### src/hw/rtl/circular_buffer_deque_unit_macros.svh
// assertion macros used by the deque control block
`ifndef CIRCULAR_BUFFER_DEQUE_UNIT_MACROS_SVH
`define CIRCULAR_BUFFER_DEQUE_UNIT_MACROS_SVH

// property that must hold at every edge out of reset
`define CBD_ASSERT_NOW(lbl, clk, rst_n, prop, msg) \
  lbl: assert property (@(posedge clk) disable iff (!rst_n) (prop)) else $error(msg);

// antecedent at one edge implies consequent at the next edge
`define CBD_ASSERT_NEXT(lbl, clk, rst_n, ante, cons, msg) \
  lbl: assert property (@(posedge clk) disable iff (!rst_n) (ante) |=> (cons)) else $error(msg);

`endif

### src/hw/rtl/cbd_pkg.sv
// types, constants and codes shared by the deque rtl
`timescale 1ns / 1ps

package cbd_pkg;

  // storage geometry
  localparam int DEPTH      = 1024;
  localparam int DATA_WIDTH = 32;
  localparam int IDX_W      = $clog2(DEPTH);
  localparam int CNT_W      = $clog2(DEPTH + 1);

  // field widths on the ports
  localparam int CAP_W      = 11;
  localparam int VAL_W      = 32;
  localparam int OP_W       = 3;
  localparam int ST_W       = 2;
  localparam int OCNT_W     = 11;
  localparam int OUT_DATA_W = 48;
  localparam int OUT_PAD_W  = OUT_DATA_W - (VAL_W + ST_W + OCNT_W + 2);

  // width used for capacity compares
  localparam int CMP_W      = (CNT_W > CAP_W) ? CNT_W : CAP_W;
  localparam int CAP_MIN    = 2;

  // configuration port
  localparam int CFG_AW     = 2;
  localparam int CFG_DW     = 32;
  localparam logic [CFG_AW-1:0] REG_CAPACITY = 2'd0;
  localparam logic [CAP_W-1:0]  CAP_RESET    = 11'd1024;

  // reset positions of the indices
  localparam logic [IDX_W-1:0] FRONT_RESET = IDX_W'(1);
  localparam logic [IDX_W-1:0] REAR_RESET  = IDX_W'(0);

  typedef enum logic [OP_W-1:0] {
    OP_PUSH_FRONT = 3'd0,
    OP_PUSH_REAR  = 3'd1,
    OP_POP_FRONT  = 3'd2,
    OP_POP_REAR   = 3'd3,
    OP_PEEK_FRONT = 3'd4,
    OP_PEEK_REAR  = 3'd5,
    OP_CLEAR      = 3'd6
  } op_t;

  typedef enum logic [ST_W-1:0] {
    ST_DONE  = 2'd0,
    ST_FULL  = 2'd1,
    ST_EMPTY = 2'd2
  } status_t;

  // request to the entry store
  typedef struct packed {
    logic                  wr_en;
    logic                  rd_en;
    logic [IDX_W-1:0]      addr;
    logic [DATA_WIDTH-1:0] wdata;
  } mem_cmd_t;

  // result fields known at accept time, read data follows in the next cycle
  typedef struct packed {
    logic             rd_sel;
    status_t          status;
    logic [CNT_W-1:0] count;
    logic             is_empty;
    logic             is_full;
  } result_t;

endpackage

### src/hw/rtl/cbd_ctrl.sv
// index and count bookkeeping, op decode and store requests
`timescale 1ns / 1ps
`include "circular_buffer_deque_unit_macros.svh"

module cbd_ctrl (
  input  logic                       clk,
  input  logic                       rst_n,
  input  logic [cbd_pkg::CAP_W-1:0]  capacity,
  input  logic                       acc,
  input  cbd_pkg::op_t               op,
  input  logic [cbd_pkg::VAL_W-1:0]  push_value,
  output cbd_pkg::mem_cmd_t          mem_cmd,
  output cbd_pkg::result_t           result
);

  localparam int IDX_W = cbd_pkg::IDX_W;
  localparam int CNT_W = cbd_pkg::CNT_W;
  localparam int CMP_W = cbd_pkg::CMP_W;

  logic [IDX_W-1:0] front_r, front_nxt;
  logic [IDX_W-1:0] rear_r, rear_nxt;
  logic [CNT_W-1:0] count_r, count_nxt;

  logic [CMP_W-1:0] cap_in, cap_eff, cnt_ext, front_ext, rear_ext;
  logic [IDX_W-1:0] front_inc, front_dec, rear_inc, rear_dec;
  logic             full, empty;
  logic             wr_req, rd_req;

  // clamp capacity to the usable range
  always_comb begin
    cap_in = CMP_W'(capacity);
    if (cap_in < CMP_W'(cbd_pkg::CAP_MIN)) begin
      cap_eff = CMP_W'(cbd_pkg::CAP_MIN);
    end else if (cap_in > CMP_W'(cbd_pkg::DEPTH)) begin
      cap_eff = CMP_W'(cbd_pkg::DEPTH);
    end else begin
      cap_eff = cap_in;
    end
  end

  // wrapped neighbors of both indices
  always_comb begin
    cnt_ext   = CMP_W'(count_r);
    front_ext = CMP_W'(front_r);
    rear_ext  = CMP_W'(rear_r);
    front_inc = ((front_ext + CMP_W'(1)) < cap_eff) ? IDX_W'(front_ext + CMP_W'(1)) : '0;
    rear_inc  = ((rear_ext + CMP_W'(1)) < cap_eff) ? IDX_W'(rear_ext + CMP_W'(1)) : '0;
    front_dec = (front_r == '0) ? IDX_W'(cap_eff - CMP_W'(1)) : front_r - IDX_W'(1);
    rear_dec  = (rear_r == '0) ? IDX_W'(cap_eff - CMP_W'(1)) : rear_r - IDX_W'(1);
    full      = (cnt_ext >= cap_eff);
    empty     = (count_r == '0);
  end

  // op decode
  always_comb begin
    front_nxt     = front_r;
    rear_nxt      = rear_r;
    count_nxt     = count_r;
    wr_req        = 1'b0;
    rd_req        = 1'b0;
    mem_cmd.addr  = front_r;
    mem_cmd.wdata = push_value[cbd_pkg::DATA_WIDTH-1:0];
    result.rd_sel = 1'b0;
    result.status = cbd_pkg::ST_DONE;
    case (op)
      cbd_pkg::OP_PUSH_FRONT: begin
        if (full) begin
          result.status = cbd_pkg::ST_FULL;
        end else begin
          front_nxt    = front_dec;
          mem_cmd.addr = front_dec;
          wr_req       = 1'b1;
          count_nxt    = count_r + CNT_W'(1);
        end
      end
      cbd_pkg::OP_PUSH_REAR: begin
        if (full) begin
          result.status = cbd_pkg::ST_FULL;
        end else begin
          rear_nxt     = rear_inc;
          mem_cmd.addr = rear_inc;
          wr_req       = 1'b1;
          count_nxt    = count_r + CNT_W'(1);
        end
      end
      cbd_pkg::OP_POP_FRONT, cbd_pkg::OP_PEEK_FRONT: begin
        if (empty) begin
          result.status = cbd_pkg::ST_EMPTY;
        end else begin
          mem_cmd.addr  = front_r;
          rd_req        = 1'b1;
          result.rd_sel = 1'b1;
          if (op == cbd_pkg::OP_POP_FRONT) begin
            front_nxt = front_inc;
            count_nxt = count_r - CNT_W'(1);
          end
        end
      end
      cbd_pkg::OP_POP_REAR, cbd_pkg::OP_PEEK_REAR: begin
        if (empty) begin
          result.status = cbd_pkg::ST_EMPTY;
        end else begin
          mem_cmd.addr  = rear_r;
          rd_req        = 1'b1;
          result.rd_sel = 1'b1;
          if (op == cbd_pkg::OP_POP_REAR) begin
            rear_nxt  = rear_dec;
            count_nxt = count_r - CNT_W'(1);
          end
        end
      end
      cbd_pkg::OP_CLEAR: begin
        front_nxt = cbd_pkg::FRONT_RESET;
        rear_nxt  = cbd_pkg::REAR_RESET;
        count_nxt = '0;
      end
      default: begin
      end
    endcase
    mem_cmd.wr_en   = acc & wr_req;
    mem_cmd.rd_en   = acc & rd_req;
    result.count    = count_nxt;
    result.is_empty = (count_nxt == '0);
    result.is_full  = (CMP_W'(count_nxt) >= cap_eff);
  end

  // index and count registers
  always_ff @(posedge clk) begin
    if (!rst_n) begin
      front_r <= cbd_pkg::FRONT_RESET;
      rear_r  <= cbd_pkg::REAR_RESET;
      count_r <= '0;
    end else if (acc) begin
      front_r <= front_nxt;
      rear_r  <= rear_nxt;
      count_r <= count_nxt;
    end
  end

  // checks
  `CBD_ASSERT_NOW(a_count_bound, clk, rst_n, count_r <= CNT_W'(cbd_pkg::DEPTH), "count above depth")
  `CBD_ASSERT_NEXT(a_full_push_holds, clk, rst_n, acc && full && (op == cbd_pkg::OP_PUSH_FRONT || op == cbd_pkg::OP_PUSH_REAR), $stable(count_r) && $stable(front_r) && $stable(rear_r), "rejected push changed state")
  `CBD_ASSERT_NEXT(a_pop_decrements, clk, rst_n, acc && !empty && (op == cbd_pkg::OP_POP_FRONT || op == cbd_pkg::OP_POP_REAR), count_r == $past(count_r) - CNT_W'(1), "pop did not decrement count")
  `CBD_ASSERT_NEXT(a_clear_resets, clk, rst_n, acc && op == cbd_pkg::OP_CLEAR, count_r == '0 && front_r == cbd_pkg::FRONT_RESET && rear_r == cbd_pkg::REAR_RESET, "clear did not reset indices")
  `CBD_ASSERT_NOW(a_one_access, clk, rst_n, !(mem_cmd.wr_en && mem_cmd.rd_en), "read and write in one item")

endmodule

### config.mk
export PLATFORM = sky130hd
export DESIGN_NAME = cbd_ctrl
export DESIGN_NICKNAME = d
export VERILOG_FILES = /design/src/hw/rtl/cbd_pkg.sv /design/src/hw/rtl/cbd_ctrl.sv
export VERILOG_INCLUDE_DIRS = /design/src /design/src/hw/rtl
export SDC_FILE = /design/constraint.sdc
export NUM_CORES = 1
export LEC_CHECK = 0
export ABC_AREA = 1
export ABC_CLOCK_PERIOD_IN_PS = 5770
export BUFFER_PORTS_ARGS = -buffer_cell sky130_fd_sc_hd__buf_2
export CAP_MARGIN = 20
export CORE_ASPECT_RATIO = 0.6
export CORE_UTILIZATION = 62
export DETAILED_ROUTE_END_ITERATION = 16
export PLACE_DENSITY_LB_ADDON = 0.2
export SLEW_MARGIN = 15
export SYNTH_ARGS = -nofsm -noshare
export SYNTH_HDL_FRONTEND = slang
export SYNTH_SLANG_ARGS = --single-unit
export TNS_END_PERCENT = 50
### constraint.sdc
create_clock -name clk -period 5.77 [get_ports clk]
set_input_delay 0.2885 -clock clk [delete_from_list [all_inputs] [get_ports clk]]
set_output_delay 0.2885 -clock clk [all_outputs]
set_load 0.005 [all_outputs]
==> results.py, run 1 <==
metrics = {
    "floorplan": {
        "core-area_sq_um": 8620,
        "floorplan.initialDensity": 0.646,
        "ios": 109,
        "die-area_sq_um": 9370,
        "die_w_um": 124,
        "num_rows": 26,
        "dieHeight_um": 75.4,
    },
    "detailed_routing": {
        "avgRoutedWirePerCell_um": 19.6,
        "drt.antenna.violating_nets": 0,
        "routed_via_density": 6.36,
        "drt-initial-drc-count": 918,
        "drt_first_pass_iters": 8,
        "drc": 0,
        "routed_wl_mm": 20.4,
        "vias": 6629,
    },
    "layout": {
        "final_area_sq_um": 5660,
        "multi_input_area_sq_um": 4070,
        "final_common_cell": "nand2_1",
        "final.fill_count": 776,
        "seq_area_sq_um": 621,
        "drive_above_1_share": 0.124,
        "nNetsFinal": 1027,
        "mostFrequentLayoutCells": "nand2_1, nand3_1, inv_1",
        "area_delta_synth_final_pct": 1.66,
    },
    "worst_setup_path": {
        "r2r_cells": 17,
        "start_kind": "input pin",
        "crit_path_end_kind": "primary output",
        "path_class": "in -> out",
        "crit_fanout": 13,
        "reg2reg_to": "rear_r[4]$_SDFFE_PN0P_",
        "r2r_slack_ns": 2.33,
        "r2r_start": "rear_r[0]$_SDFFE_PN0P_",
        "worstPathRequired_ns": 5.48,
        "cp_data_arrival_time_ns": 4.07,
    },
    "timing": {
        "post-route-min-period_ns": 4.36,
        "drv_slew": 0,
        "worst_slew_pin_slew_ns": 0.950,
        "tns_ns": 0,
        "hold_viol_final": 0,
        "finalSetupViolations": 0,
        "whs_ns": 0.442,
        "fin_skew_ns": 0.00551,
        "finalCritPeriodShare": 0.756,
        "rsz0062_at_grt": "false",
        "fmax_ghz": 0.229,
        "slew_headroom": 0.362,
    },
    "cts": {
        "root_buffer": "clkbuf_16",
        "cts_buffer_depth": 2,
        "cts_resized": 0,
        "htreeDepth": 2,
        "cts_tree": "done",
        "clkLatencyLatePin_ns": 0.29,
        "path_clk_slew_ns": 0.06,
        "cts_setup_buffers": 0,
        "hold_buffers": 0,
        "cts_made_buffers": 5,
        "cts_sinks": 31,
    },
    "pwr": {
        "leakagePower_nw": 2.88,
        "power_frac_seq": 0.230,
        "p_int_mw": 0.618,
        "power.switching_mw": 0.591,
        "swShare": 0.489,
        "vdd_drop_max_v": 0.000106,
        "clkPwrFrac": 0.247,
        "power_density_nw_per_um2": 214,
        "combPwrFrac": 0.523,
    },
    "placement": {
        "place_hpwl_mm": 16.0,
        "gp_congestion": 1.03,
        "place_area_sq_um": 5500,
        "io_buffers": 44,
    },
    "worst_hold_path": {
        "holdPathStages": 2,
        "min_to": "cnt_ext[7]$_SDFFE_PN0P_",
        "worstHoldStart": "acc",
        "timing.hold.worst.class": "in -> reg",
    },
    "logic_synthesis": {
        "syn-num-nets": 1041,
        "avgSynthCellArea_sq_um": 5.90,
        "yosys_warnings": 0,
        "syn_inst": 943,
        "async_flop_share": 0,
        "ys_seq_area_frac": 0.111,
        "synth-edff-count": 0,
        "ys_ff_latch": 31,
        "synth_area_sq_um": 5570,
        "synth.distinct_cells": 46,
        "ys.flop_type": "dfxtp_1",
    },
    "global_route": {
        "grt_pass1_wl_mm": 31.1,
        "antenna_found_initial": 0,
        "grt_usage": 0.433,
        "grt_start_max_net_pins": 27,
        "overflow": 0,
        "grt_pass1_vias": 5566,
    },
    "run": {
        "maxCapViolations": 0,
    },
    "outcome": {
        "outcome": "completed",
    },
}
[flip-flops by register name (all words and copies together) (netlist names)]
signal   cells
cnt_ext     11
front_r     10
rear_r      10
[per-stage QoR]
stage / power, mW / std cells / worst slack, ns / utilization
6_report: 1.21 / 1043 / 1.41 / 0.656
5_1_grt: 1.28 / 1042 / 1.06 / 0.656
4_1_cts: 1.17 / 1042 / 1.54 / 0.656
3_5_place_dp: 0.876 / 1034 / 1.52 / 0.638
3_3_place_gp: 0.860 / 1034 / 1.70 / 0.638
2_1_floorplan: 0.722 / 943 / 2.55 / -
[routing by layer]
layer	up-vias	track usage	share of wire
met5	-	0	0
met4	0	0.111	0.017
met3	45	0.197	0.18
met2	531	0.548	0.36
met1	2988	0.635	0.44
li1	3065	-	-
[power groups by stage]
stage	registers (mW)	clock network [mW]	logic (mW)
after detailed placement	0.279	0	0.597
after global placement	0.278	0	0.582
after global routing	0.280	0.305	0.693
after floorplan	0.250	0	0.472
after CTS	0.274	0.294	0.602
final	0.279	0.298	0.632
[cells in the mapped netlist (all sizes together), types with 20 or more instances]
library cell | number | area share
nand3 | 100 | 0.098
buf | 57 | 0.074
inv | 107 | 0.073
ha | 49 | 0.11
nand4 | 20 | 0.022
nor2 | 88 | 0.069
o21ai | 61 | 0.056
nor3 | 20 | 0.023
dfxtp | 31 | 0.11
a21oi | 59 | 0.056
nand2 | 259 | 0.18
xor2 | 32 | 0.050
[worst max-delay path by stage]
stage / start / to / slack, ns / cells past startpoint
2_1_floorplan: capacity[5] / result[0] / 2.55 / 21
3_3_place_gp: capacity[5] / result[0] / 1.70 / 22
3_5_place_dp: capacity[4] / result[0] / 1.52 / 23
4_1_cts: capacity[4] / result[0] / 1.54 / 23
5_1_grt: capacity[4] / result[0] / 1.06 / 24
6_report: capacity[4] / result[0] / 1.41 / 23
[worst max-delay path: stages]
cell and delay [ns]:
buf_2 0.12, nor2_1 0.11, nand2_1 0.06, nor2_1 0.13, nand2_1 0.06, nand2_1 0.26
nand2_1 0.32, ha_1 0.40, a21oi_1 0.12, o21ai_0 0.10, nand3_1 0.10, nand2_1 0.07
nor2_2 0.45, nand2_1 0.22, nand2_1 0.10, inv_1 0.05, o21ai_2 0.35, ha_1 0.19
inv_1 0.05, o31ai_1 0.21, nand3_1 0.12, nand4_1 0.09, buf_2 0.11
[cell families after synthesis]
family | share of synthesized area
AOI/OAI and AO/OA | 0.163
xor gates and xnor gates | 0.0566
adders and majority gates | 0.110
buffers and inverters | 0.157
DFF | 0.111
and+or+nand+nor | 0.402
[final cells by class]
cell class | instances | area share
antenna | 1 | 0.000442
clock buffer | 8 | 0.0276
inverter | 110 | 0.0741
multi-input combinational | 733 | 0.719
sequential | 31 | 0.110
tap | 112 | 0.0248
timing repair buffer | 48 | 0.0442
Power figures use the tool's default switching activity.
==> run 2, diff against run 1 <==
--- a/config.mk
+++ b/config.mk
@@ -6,12 +6,12 @@
 export SDC_FILE = /design/constraint.sdc
 export NUM_CORES = 1
 export LEC_CHECK = 0
-export ABC_AREA = 1
-export ABC_CLOCK_PERIOD_IN_PS = 5770
+export ABC_AREA = 0
+export ABC_CLOCK_PERIOD_IN_PS = 4300
 export BUFFER_PORTS_ARGS = -buffer_cell sky130_fd_sc_hd__buf_2
 export CAP_MARGIN = 20
 export CORE_ASPECT_RATIO = 0.6
-export CORE_UTILIZATION = 62
+export CORE_UTILIZATION = 57
 export DETAILED_ROUTE_END_ITERATION = 16
 export PLACE_DENSITY_LB_ADDON = 0.2
 export SLEW_MARGIN = 15
==> constraint.sdc (replaced) <==
create_clock -name clk -period 4.3 [get_ports clk]
set_input_delay 0.215 -clock clk [delete_from_list [all_inputs] [get_ports clk]]
set_output_delay 0.215 -clock clk [all_outputs]
set_load 0.005 [all_outputs]
==> run 2 against run 1 <==
  * Design area grew 7.2%
  * Hold slack lost 0.012 ns
  * Sequential share of layout area shrank 0.72 points
  * Total power grew 32%
  * Synthesized area shrank 4.4%
  * Wire length grew 3.1%
  * Final cell count shrank 13%
  * Die area grew 3.9%
  * Critical path type unchanged
  * Utilization grew 3.4 points
  * Largest cell class unchanged
  * Sequential cell count is the same
==> results.py, run 2 <==
metrics = {
    "outcome": {
        "outcome": "completed",
    },
    "cts": {
        "cts_sinks": 31,
        "cts_made_buffers": 5,
        "cts_tree": "done",
        "clkLatencyLatePin_ns": 0.29,
        "hold_buffers": 0,
        "htreeDepth": 2,
        "root_buffer": "clkbuf_16",
        "cts_buffer_depth": 2,
    },
    "logic_synthesis": {
        "synth_largest_area_cell": "dfxtp_1",
        "syn-num-nets": 857,
        "synth-edff-count": 0,
        "synth.distinct_cells": 83,
        "ys_seq_area_frac": 0.117,
        "synth_area_sq_um": 5320,
        "ys.flop_type": "dfxtp_1",
        "synth_top_area_frac": 0.117,
        "ys_ff_latch": 31,
        "yosys_warnings": 0,
        "synth.area.top_cells": "dfxtp_1, ha_1, a21oi_1",
        "async_flop_share": 0,
        "syn_inst": 759,
        "synth.most_common_cell": "nor2_1",
        "avgSynthCellArea_sq_um": 7.01,
        "synthTopCellsByCount": "nor2_1, nand2_1, a21oi_1",
    },
    "pwr": {
        "power_density_nw_per_um2": 262,
        "leakagePower_nw": 2.72,
        "vdd_drop_max_v": 0.000171,
    },
    "detailed_routing": {
        "wl_met2_mm": 7.85,
        "vias": 6459,
        "m1WireLength_mm": 8.77,
        "routed_wl_mm": 21.1,
        "drt-initial-drc-count": 1166,
        "drc": 0,
        "routed_via_density": 7.09,
        "avgRoutedWirePerCell_um": 23.1,
        "routed.top_layer": "met4",
        "drt_first_pass_iters": 7,
        "wl_met3_mm": 3.86,
        "drt.antenna.violating_nets": 0,
    },
    "timing": {
        "worst_slew_pin_slew_ns": 0.884,
        "tns_ns": 0,
        "slew_headroom": 0.408,
        "finalCritPeriodShare": 0.982,
        "finalSetupViolations": 0,
        "drv_slew": 0,
        "whs_ns": 0.430,
        "rsz0062_at_grt": "true",
        "post-route-min-period_ns": 4.22,
        "fin_skew_ns": 0.00952,
        "hold_viol_final": 0,
        "fmax_ghz": 0.237,
    },
    "global_route": {
        "grt_start_max_net_pins": 33,
        "grt_usage": 0.432,
        "grt_pass1_wl_mm": 32.3,
        "grt_pass1_vias": 5813,
        "antenna_found_initial": 0,
        "overflow": 0,
    },
    "floorplan": {
        "num_rows": 26,
        "die-area_sq_um": 9740,
        "core-area_sq_um": 8780,
        "dieHeight_um": 76.8,
        "floorplan.initialDensity": 0.606,
        "die_w_um": 127,
        "ios": 109,
    },
    "layout": {
        "largest_register_ffs": 11,
        "final_area_sq_um": 6070,
        "nNetsFinal": 897,
        "final_util": 0.691,
        "mostFrequentLayoutCells": "buf_4, nor2_1, nand2_1",
        "num_antenna_cells": 0,
        "final_common_cell": "buf_4",
        "area_delta_synth_final_pct": 14.0,
        "drive_above_1_share": 0.232,
    },
    "worst_hold_path": {
        "timing.hold.worst.class": "in -> out",
        "worstHoldStart": "push_value[26]",
    },
    "worst_setup_path": {
        "cp_data_arrival_time_ns": 4.01,
        "path_class": "in -> out",
        "start_kind": "input pin",
        "r2r_start": "front_r[2]$_SDFFE_PN0P_",
        "crit_fanout": 3,
        "crit_path_end_kind": "primary output",
        "crit_path_start": "capacity[5]",
        "worstPathRequired_ns": 4.09,
    },
    "placement": {
        "place_hpwl_mm": 16.0,
        "gp_congestion": 1.01,
        "io_buffers": 44,
        "place_area_sq_um": 5710,
    },
    "run": {
        "maxCapViolations": 0,
    },
}
[run 2: worst paths after layout]
kind | to | slack [ns] | cells past startpoint
setup / recovery | result[0] | 0.08 | 24
hold / removal | mem_cmd[26] | 0.43 | 0
setup reg to reg | front_r[2]$_SDFFE_PN0P_ | 0.46 | 12
hold reg to reg | rear_r[8]$_SDFFE_PN0P_ | 0.63 | 2
[run 2: kinds of logic after synthesis]
| family | share of synthesized area |
|---|---|
| AO/OA/AOI/OAI | 0.315 |
| XOR/XNOR | 0.0346 |
| adder cells (fa/ha/maj) | 0.115 |
| buffers and inverters | 0.106 |
| flip-flops | 0.117 |
| multiplexers | 0.0327 |
| AND/OR/NAND/NOR | 0.280 |
[run 2: metrics by stage]
stage | total power, mW | setup slack [ns] | std cells
finish | 1.59 | 0.0762 | 911
global route | 1.66 | -0.101 | 911
CTS | 1.52 | 0.00243 | 907
detailed placement | 1.13 | -0.188 | 897
global placement | 1.11 | -0.0112 | 897
floorplan | 0.869 | 0.0978 | 759
[run 2: layout make-up]
class | instances | area [sq um]
tap | 112 | 140
inverter | 30 | 113
timing repair buffer | 114 | 758
sequential | 31 | 622
multi-input combinational | 617 | 4290
clock inverter | 1 | 5.00
clock buffer | 6 | 139
fill | 721 | 2720
[run 2: timing repair]
action	in CTS	in global routing
pin swaps	13	21
setup endpoints to repair	1	2
gates resized for setup	15	24
cloned	0	0
setup buffers	3	4
endpoints found under the hold margin	0	0
[run 2: metal layers]
metal  vias to the layer above  GRT usage
met1                      2967      0.621
met2                       536      0.573
met4                         0      0.130
li1                       2864          -
met5                         -     0.0214
met3                        92      0.172
[run 2: report_power, final]
group	internal, mW	leakage [nW]	switching (mW)
clock network	0.226	0.0727	0.148
logic	0.351	2.39	0.512
registers	0.306	0.254	0.0481
[run 2: worst max-delay path: stages]
cell and delay (ns):
buf_6 0.09, or3_4 0.38, or3_4 0.42, o21ai_4 0.15
inv_2 0.07, ha_4 0.22, nor2b_4 0.11, o21ai_2 0.07
buf_4 0.14, and3_4 0.14, a211oi_2 0.15, o41a_1 0.21
and2_4 0.17, inv_2 0.04, ha_4 0.25, nand2b_4 0.11
a21o_1 0.13, a21o_1 0.14, a21oi_2 0.07, nor2b_2 0.10
o21ai_1 0.06, a211o_1 0.27, o21ai_2 0.16, buf_2 0.14
==> run 3, diff against run 2 <==
--- a/config.mk
+++ b/config.mk
@@ -6,14 +6,15 @@
 export SDC_FILE = /design/constraint.sdc
 export NUM_CORES = 1
 export LEC_CHECK = 0
-export ABC_AREA = 0
+export ABC_AREA = 1
 export ABC_CLOCK_PERIOD_IN_PS = 4300
 export BUFFER_PORTS_ARGS = -buffer_cell sky130_fd_sc_hd__buf_2
 export CAP_MARGIN = 20
 export CORE_ASPECT_RATIO = 0.6
-export CORE_UTILIZATION = 57
+export CORE_UTILIZATION = 58
 export DETAILED_ROUTE_END_ITERATION = 16
 export PLACE_DENSITY_LB_ADDON = 0.2
+export SKIP_CTS_REPAIR_TIMING = 1
 export SLEW_MARGIN = 15
 export SYNTH_ARGS = -nofsm -noshare
 export SYNTH_HDL_FRONTEND = slang
==> run 3 against run 2 <==
  * Register-to-register slack improved by 0.51 ns
  * Hold slack got worse by 0.062 ns
  * Final cell count increased by 18%
  * Utilization decreased by 6.6 points
  * Fmax increased by 6.0%
  * First-iteration DRC count decreased by 23%
  * Die area increased by 2.8%
  * Non-clock buffer count decreased by 51
  * Sequential share of layout area increased by 0.49 points
  * Sequential power increased by 4%
  * Via count decreased by 1.8%
  * Critical endpoint is now mem_cmd[34]
  * Highest routed layer unchanged
==> results.py, run 3 (synthesis gave the netlist of run 1 again) <==
metrics = {
    "outcome": {
        "outcome": "completed",
    },
    "global_route": {
        "grt_start_max_net_pins": 27,
        "grt_usage": 0.385,
        "antenna_found_initial": 0,
        "overflow": 0,
        "grt_pass1_vias": 5419,
        "grt_pass1_wl_mm": 29.6,
    },
    "layout": {
        "largest_register_ffs": 11,
        "mostFrequentLayoutCells": "nand2_1, nand3_1, inv_1",
        "num_antenna_cells": 0,
        "drive_above_1_share": 0.139,
        "nNetsFinal": 1042,
        "area_delta_synth_final_pct": 3.84,
        "final_common_cell": "nand2_1",
    },
    "floorplan": {
        "ios": 109,
        "die-area_sq_um": 10000,
        "num_rows": 27,
        "dieHeight_um": 77.9,
        "floorplan.initialDensity": 0.601,
        "core-area_sq_um": 9260,
        "die_w_um": 128,
    },
    "timing": {
        "tns_ns": 0,
        "fmax_ghz": 0.251,
        "drv_slew": 0,
        "post-route-min-period_ns": 3.98,
        "finalCritPeriodShare": 0.926,
        "hold_viol_final": 0,
        "finalSetupViolations": 0,
        "whs_ns": 0.368,
        "slew_headroom": 0.451,
        "worst_slew_pin_slew_ns": 0.819,
        "fin_skew_ns": 0.00633,
        "rsz0062_at_grt": "false",
    },
    "run": {
        "maxCapViolations": 0,
    },
    "placement": {
        "place_hpwl_mm": 14.8,
        "io_buffers": 44,
        "gp_congestion": 1.07,
    },
    "detailed_routing": {
        "vias": 6344,
        "routed_wl_mm": 18.7,
        "avgRoutedWirePerCell_um": 17.4,
        "drt_first_pass_iters": 5,
        "drc": 0,
        "drt.antenna.violating_nets": 0,
        "drt-initial-drc-count": 896,
        "routed_via_density": 5.90,
    },
    "cts": {
        "clkLatencyLatePin_ns": 0.29,
        "cts_made_buffers": 5,
        "root_buffer": "clkbuf_16",
        "cts_buffer_depth": 2,
        "cts_tree": "done",
        "path_clk_slew_ns": 0.06,
        "htreeDepth": 2,
        "cts_sinks": 31,
    },
    "worst_hold_path": {
        "timing.hold.worst.class": "in -> reg",
    },
    "worst_setup_path": {
        "cp_data_arrival_time_ns": 3.77,
        "worstPathRequired_ns": 4.09,
        "path_class": "reg -> out",
        "crit_fanout": 14,
        "crit_path_end_kind": "primary output",
        "start_kind": "flop",
    },
    "pwr": {
        "leakagePower_nw": 2.94,
        "power_density_nw_per_um2": 273,
        "vdd_drop_max_v": 0.000182,
    },
}
run 3: cell types whose count changed in the layout (fill, tap and decap cells not counted), moves of 16 or more:
cell / change
and3_1: -17
buf_4: -51
inv_1: +60
inv_2: +16
nand2_1: +187
nand3_1: +64
nor2b_1: -17
xor2_1: +24
run 3: worst paths after layout:
check	slack, ns	end	cells after the start	startpoint
setup / recovery	0.32	mem_cmd[34]	18	rear_r[0]$_SDFFE_PN0P_
hold / removal	0.37	cnt_ext[0]$_SDFFE_PN0P_	2	acc
setup reg to reg	0.97	rear_r[3]$_SDFFE_PN0P_	17	rear_r[0]$_SDFFE_PN0P_
hold reg to reg	0.58	front_r[9]$_SDFFE_PN0P_	2	front_r[9]$_SDFFE_PN0P_
run 3: metal layers:
layer | share of wire | global-route usage | vias up
li1 | - | - | 3093
met1 | 0.48 | 0.614 | 2828
met2 | 0.34 | 0.468 | 408
met3 | 0.18 | 0.149 | 15
met4 | 0.0062 | 0.0424 | 0
met5 | 0 | 0 | -
run 3: layout make-up:
class	count	area, sq um
multi-input combinational	733	4070
clock inverter	3	20.0
tap	130	163
timing repair buffer	63	363
clock buffer	5	125
fill	938	3480
sequential	31	621
inverter	110	419
run 3: stage by stage:
stage	instances	worst slack [ns]	cell area [sq um]	utilization	total power, mW
after global routing	1075	0.0390	5780	0.624	1.68
after floorplan	943	1.22	5570	-	0.968
after detailed placement	1067	0.540	5640	0.609	1.18
after global placement	1067	0.616	5640	0.609	1.18
after CTS	1075	0.439	5780	0.624	1.55
final	1075	0.316	5780	0.624	1.58
run 3: report_power, final:
group / internal, mW / switching, mW
Combinational: 0.285 / 0.557
Sequential: 0.311 / 0.0562
Clock: 0.214 / 0.156
Total: 0.810 / 0.769
run 3: critical path, stage by stage (launching register included):
cell	delay (ns)
dfxtp_1	0.40
ha_1	0.19
nand2_1	0.05
inv_1	0.09
nand2_1	0.09
nor3_2	0.22
nand3_1	0.16
xnor2_1	0.44
ha_1	0.33
a21oi_1	0.13
o21ai_0	0.10
a21oi_1	0.15
nand2_1	0.16
inv_1	0.39
nand3_1	0.19
nand2_1	0.10
nand2_1	0.05
nand4_1	0.11
buf_2	0.12
